--- src/rtl/hcf_pkg.sv ---
// Shared widths, register indexes and saturation helpers of the Hermite curve flattener.
`default_nettype none
package hcf_pkg;

    localparam int FRAC_BITS      = 16;
    localparam int MAX_LEVELS_DEF = 5;

    localparam int W_WORD = 32;
    localparam int W_WIDE = 56;
    localparam int W_VTX  = 2 * W_WORD;
    localparam int W_MA   = 34;
    localparam int W_MB   = W_WIDE;
    localparam int W_HALF = W_MB / 2;
    localparam int W_PP   = W_MA + W_HALF;
    localparam int W_MAG  = W_MA + W_MB;
    localparam int W_PROD = W_MAG + 1;
    localparam int W_EXT  = W_PROD + 1;
    localparam int OVF_BIT = 63;

    localparam int W_CFG_IDX = 3;
    localparam logic [W_CFG_IDX-1:0] CFG_SCALE_X  = 3'd0;
    localparam logic [W_CFG_IDX-1:0] CFG_OFFSET_X = 3'd1;
    localparam logic [W_CFG_IDX-1:0] CFG_SCALE_Y  = 3'd2;
    localparam logic [W_CFG_IDX-1:0] CFG_OFFSET_Y = 3'd3;
    localparam logic [W_CFG_IDX-1:0] CFG_LIMIT    = 3'd4;

    localparam logic signed [W_WIDE-1:0] WIDE_MAX = {1'b0, {(W_WIDE-1){1'b1}}};
    localparam logic signed [W_WIDE-1:0] WIDE_MIN = {1'b1, {(W_WIDE-1){1'b0}}};
    localparam logic signed [W_WORD-1:0] WORD_MAX = {1'b0, {(W_WORD-1){1'b1}}};
    localparam logic signed [W_WORD-1:0] WORD_MIN = {1'b1, {(W_WORD-1){1'b0}}};

    function automatic logic signed [W_WIDE-1:0] sat_wide(input logic signed [W_EXT-1:0] v);
        logic signed [W_WIDE-1:0] res;
        if (v > W_EXT'(WIDE_MAX)) begin
            res = WIDE_MAX;
        end else if (v < W_EXT'(WIDE_MIN)) begin
            res = WIDE_MIN;
        end else begin
            res = W_WIDE'(v);
        end
        return res;
    endfunction

    function automatic logic signed [W_WORD-1:0] sat_word(input logic signed [W_EXT-1:0] v);
        logic signed [W_WORD-1:0] res;
        if (v > W_EXT'(WORD_MAX)) begin
            res = WORD_MAX;
        end else if (v < W_EXT'(WORD_MIN)) begin
            res = WORD_MIN;
        end else begin
            res = W_WORD'(v);
        end
        return res;
    endfunction

endpackage
`default_nettype wire

--- src/rtl/hcf_vstore.sv ---
// Vertex memory holding pixel pairs at their finest-level positions, registered read.
`default_nettype none
module hcf_vstore
    import hcf_pkg::*;
#(
    parameter int DEPTH = (1 << MAX_LEVELS_DEF) + 1,
    parameter int AW    = MAX_LEVELS_DEF + 1
) (
    input  wire logic             i_clk,
    input  wire logic             i_we,
    input  wire logic [AW-1:0]    i_waddr,
    input  wire logic [W_VTX-1:0] i_wdata,
    input  wire logic [AW-1:0]    i_raddr,
    output logic [W_VTX-1:0]      o_rdata
);

    logic [W_VTX-1:0] r_mem [DEPTH];
    logic [W_VTX-1:0] r_rdata;

    always_ff @(posedge i_clk) begin
        if (i_we) begin
            r_mem[i_waddr] <= i_wdata;
        end
    end

    always_ff @(posedge i_clk) begin
        r_rdata <= r_mem[i_raddr];
    end

    assign o_rdata = r_rdata;

endmodule
`default_nettype wire
--- config.mk ---
export PLATFORM = sky130hd
export DESIGN_NAME = hcf_vstore
export DESIGN_NICKNAME = d
export VERILOG_FILES = /design/src/rtl/hcf_pkg.sv /design/src/rtl/hcf_vstore.sv
export SDC_FILE = /design/constraint.sdc
export NUM_CORES = 2
export LEC_CHECK = 0
export ABC_AREA = 0
export BUFFER_PORTS_ARGS = -buffer_cell sky130_fd_sc_hd__buf_2
export CAP_MARGIN = 20
export CORE_MARGIN = 3
export CORE_UTILIZATION = 49
export DETAILED_ROUTE_END_ITERATION = 16
export GPL_TIMING_DRIVEN = 0
export SYNTH_ARGS = -nofsm -noshare
export SYNTH_HDL_FRONTEND = slang
export SYNTH_SLANG_ARGS = --single-unit
--- constraint.sdc ---
create_clock -name i_clk -period 4.8 [get_ports i_clk]
set_clock_uncertainty 0.05 [all_clocks]
set_input_delay 0.24 -clock i_clk [delete_from_list [all_inputs] [get_ports i_clk]]
set_output_delay 0.24 -clock i_clk [all_outputs]
set_load 0.02 [all_outputs]
---- After elaboration in Yosys (flattened, before gate mapping) ----
Memory sizes are Yosys's and may differ from the RTL's. A register that Yosys moved wholly into a read port is not among the register bits.
Index checks and enable logic that the tools add are counted.
storage, ports and cells
  flip-flop bits (word level) ............. 0
  memory bits (writable) .................. 2112
  input port bits ......................... 78
  output and inout port bits .............. 64
  logic and storage cells ................. 3
  memories ................................ 1
cells by class
  multiplexer cells ....................... 2
memories
  memory  words  width  rd ports  clocked after Yosys merged registers in  write ports  RTL line          text
  r_mem   33     64     1         1                                        1            hcf_vstore.sv:17  logic [W_VTX-1:0] r_mem [DEPTH];
operators by type and width
  kind     count
  $mux W1  2

---- Logic depth before layout (Yosys ltp) ----
  word-level depth ........................ 2
  gate-level depth with buffers ........... 9

---- Worst setup path before layout ----
No wires, ideal clock.
  path kind ............................... input port to flip-flop
  start ................................... input i_waddr[2]
  end ..................................... memory r_mem[25][0] (netlist bit), enable pin
  library setup time ...................... 487 ps
  arrival time ............................ 3452 ps
  setup slack ............................. 811 ps
  cell stages on the path ................. 2
  cells stage by stage .................... or3b_2 -> nor2_1
RTL lines
  what             RTL line          text
  start, declared  hcf_vstore.sv:11  input wire logic [AW-1:0] i_waddr,
  end, declared    hcf_vstore.sv:17
No word-level cell before the write port.

==> Flow_metrics.wiki <==
{| class="wikitable"
! Metric !! Value
|-
| Wire length of the first global-routing pass || 309 mm
|-
| Arrival time at the worst endpoint || between 4 and 5 ns
|-
| Maximum number of pins on one net before global-route repair || 34
|-
| Number of cell rows || 149
|-
| Cell Area, Synth || 82000 um^2
|-
| Status || finished clean
|-
| Placed cell count || about 6300
|-
| Placeable Area || 166000 um^2
|-
| Number of nets in the finished design || 4451
|-
| Most used flip-flop cell after synthesis || sky130_fd_sc_hd__edfxtp_1
|-
| Type of the tightest min-delay check || input pin to register
|-
| Count of placed standard cells in the final layout, fillers left out || 6756
|-
| I/O pin cnt || ~140
|-
| Fin crit share || 77.4%
|-
| Number of maximum-capacitance constraint violations || 0
|-
| Clk sinks || between 2000 and 2500
|-
| Die area || between 150000 and 200000 um^2
|-
| Input/output buffers || 138
|-
| Cell area after placement || 87800 um^2
|-
| Mapped Nets || slightly below 4000
|-
| Type of destination of the critical path || register
|-
| Final worst setup slack || around 1.1 ns
|-
| Number of slew-limit violations in the final report || 0
|-
| Buffers and inverters on the worst path || 6
|-
| Post-detailed-route DRC marker count || 0
|-
| Layout overhead on the synthesized area || 16.1%
|-
| Setup fix buffers added after clock tree synthesis || 0
|-
| Critical path class || input pin to register
|-
| Post-synthesis average cell area || 21.3 um^2
|-
| Number of cells produced by synthesis || 3848
|-
| Cells resized by post-CTS repair || 0
|-
| Clock root buffer || sky130_fd_sc_hd__clkbuf_16
|-
| Height of the die || 415 um
|-
| Post-route cell area || 95200 um^2
|-
| Global-route congestion overflow total || 0
|-
| CTS tree || done
|-
| Time the worst path needs with I/O delays and setup || 3.71 ns
|-
| ANT nets after route || 0
|-
| Total number of vias || 40800
|-
| Maximum fanout along the worst path || 10
|-
| Number of enable flip-flop cells after synthesis || 2112
|-
| Setup repair after global routing missed its margin || no
|-
| Final core area utilization || a little under three fifths
|-
| Final worst hold slack || between 0.08 and 0.09 ns
|-
| Power, Total || 39.2 mW
|-
| CTS Hold Buffers Added || 66
|-
| Final routed wirelength across all metal layers || 216 mm
|-
| Worst setup timing slack at the placement stage || around 0.37 ns
|-
| All-Layer GR Usage || approximately 25%
|-
| Slowest stage delay, CP || 0.94 ns
|-
| Worst max-slew margin expressed relative to the limit || 15.3%
|-
| P_leak || 30.6 nW
|-
| DRT Pass-1 Iters || 5
|-
| Total count of hold-check failures in the final report || 0
|-
| Final setup violating endpoints || 0
|-
| H-tree depth || 4
|-
| Power per unit of standard cell area || roughly 410 nW/um^2
|-
| Total negative slack || 0 ns
|-
| Effective utilization at floorplan || between 40% and 50%
|-
| Worst EP required || 5.40 ns
|-
| Type of origin of the critical path || input pin
|-
| Post-synthesis sequential area ratio || roughly four fifths
|-
| Number of distinct library cell variants in the gate-level netlist after synthesis || 37
|-
| Fraction of synthesis flops using an asynchronous set or reset pin || 0%
|-
| Fraction of layout instances using a drive strength above 1 || 24.3%
|-
| Peak ir drop on the vdd network || around 0.39 mV
|-
| Clock buffers created by TritonCTS || 217
|-
| Post-DR wirelength/cell || 32.0 um
|-
| Slew at the pin with the worst max-slew slack || 1.27 ns
|-
| Die boundary width || around 420 um
|-
| Count of routing violations after the opening detailed-route iteration || approximately 4700
|-
| Slowest stage cell on the critical path || sky130_fd_sc_hd__clkbuf_1
|-
| Global placer's final weighted congestion || between 0.7 and 0.8
|-
| HPWL reported at the end of detailed placement || 143 mm
|-
| Clock network latency to the later pin of the worst-skew pair || around 0.84 ns
|-
| Largest delay contributor family on the critical path || buffers and inverters
|-
| Clock-pin slew of the registers on the worst-case setup and hold paths || about 0.06 ns
|-
| Maximum frequency from static timing analysis || 269 MHz
|-
| Average via count per standard cell || between 6 and 7
|-
| Warnings, synthesis || 0
|-
| Deepest clock path buffer count || 3
|-
| Flops & latches, synth || roughly 2200
|-
| Series of cell instances along the critical path || buf_2, buf_2, inv_2, clkbuf_1, buf_1, clkbuf_1, a21oi_1, o21ai_1
|-
| Vias in the first global route || 41400
|-
| Antenna violations before repair || 13
|}
-- cell families (layout without fill, tap and decap cells) --
kind of cell           Yosys count  after routing  share of synthesized area [%]
DFF                           2176           2176                           78.9
AOI/OAI and AO/OA              339            339                           2.81
muxes                          669            669                           14.6
buffers and inverters          218            929                           1.38
other                            0              8                              0
and+or+nand+nor                446            446                           2.32
-- cell usage after synthesis, types with 19 or more instances --
master,n,area [um^2]
sky130_fd_sc_hd__a21oi_1,76,380
sky130_fd_sc_hd__a221oi_1,39,342
sky130_fd_sc_hd__and2_1,25,156
sky130_fd_sc_hd__buf_2,38,190
sky130_fd_sc_hd__buf_4,34,255
sky130_fd_sc_hd__buf_6,19,214
sky130_fd_sc_hd__clkbuf_1,116,435
sky130_fd_sc_hd__dfxtp_1,64,1280
sky130_fd_sc_hd__edfxtp_1,2112,63400
sky130_fd_sc_hd__mux2_2,39,439
sky130_fd_sc_hd__mux2i_1,207,2070
sky130_fd_sc_hd__mux4_2,419,9440
sky130_fd_sc_hd__nand2_1,235,882
sky130_fd_sc_hd__nand4_1,36,225
sky130_fd_sc_hd__nor2_1,115,432
sky130_fd_sc_hd__o211ai_1,24,180
sky130_fd_sc_hd__o21ai_0,34,170
sky130_fd_sc_hd__o21ai_1,37,185
sky130_fd_sc_hd__o221ai_1,87,762
sky130_fd_sc_hd__o22ai_1,30,188
-- sequential cells by signal (all words and copies together), names as in the netlist --
| signal | count |
|---|---|
| r_mem | 2112 |
| o_rdata | 64 |
-- final cells by class --
cell class	instances	area, um^2
fill	12200	70500
clock buffer	310	6080
multi-input combinational	1454	16500
timing repair buffer	306	3430
clock inverter	95	673
sequential	2176	64700
antenna	8	20.0
inverter	2	7.51
buffer	216	1130
tap	2189	2740
-- cell usage in the layout, fill, tap and decap left out, drive strengths merged --
cell type	n
nor2	115
a32oi	6
a22oi	4
nand4	36
clkinv	79
mux2	43
dlygate4sd3	66
a21oi	76
edfxtp	2112
diode	8
mux2i	207
or3	1
mux4	419
or2	2
or3b	2
nor2b	4
dfxtp	64
o221ai	87
clkinvlp	3
o211ai	24
o22ai	30
nand3	14
nand2b	3
inv	7
a221oi	39
a211oi	1
bufinv	8
o21ai	71
clkbuf	426
nand2	235
and3	5
nand3b	4
and2	25
a221o	1
buf	340
-- routing by layer --
layer  GRT usage [%]  part of all wire (%)  vias to the layer above
li1                -                     -                    17100
met1            34.4                    40                    21800
met2            42.1                    50                     1549
met3            3.97                   6.3                      343
met4            8.12                   3.2                        2
met5               0                0.0065                        -
-- report_power, final --
part / internal [mW] / total, mW / switching [mW]
Clock: 9.18 / 16.2 / 6.97
Sequential: 21.0 / 21.0 / 0.0380
Combinational: 0.703 / 2.03 / 1.32
-- final timing paths --
kind                                              start             endpoint  slack [ns]  depth (start not counted)
worst max-delay path                         i_raddr[2]  o_rdata[56]$_DFF_P_        1.09                          8
worst min-delay path                         i_raddr[4]   o_rdata[6]$_DFF_P_        0.09                          4
worst max register to register  r_mem[14][57]$_DFFE_PP_  o_rdata[57]$_DFF_P_        2.50                          4
worst min register to register  r_mem[32][59]$_DFFE_PP_  o_rdata[59]$_DFF_P_        0.46                          2
-- worst min-delay path, stage by stage --
cell	delay, ns
sky130_fd_sc_hd__buf_2	0.12
sky130_fd_sc_hd__nor2_2	0.17
sky130_fd_sc_hd__o211ai_1	0.15
sky130_fd_sc_hd__nand4_1	0.17
Power figures use the tool's default switching activity.
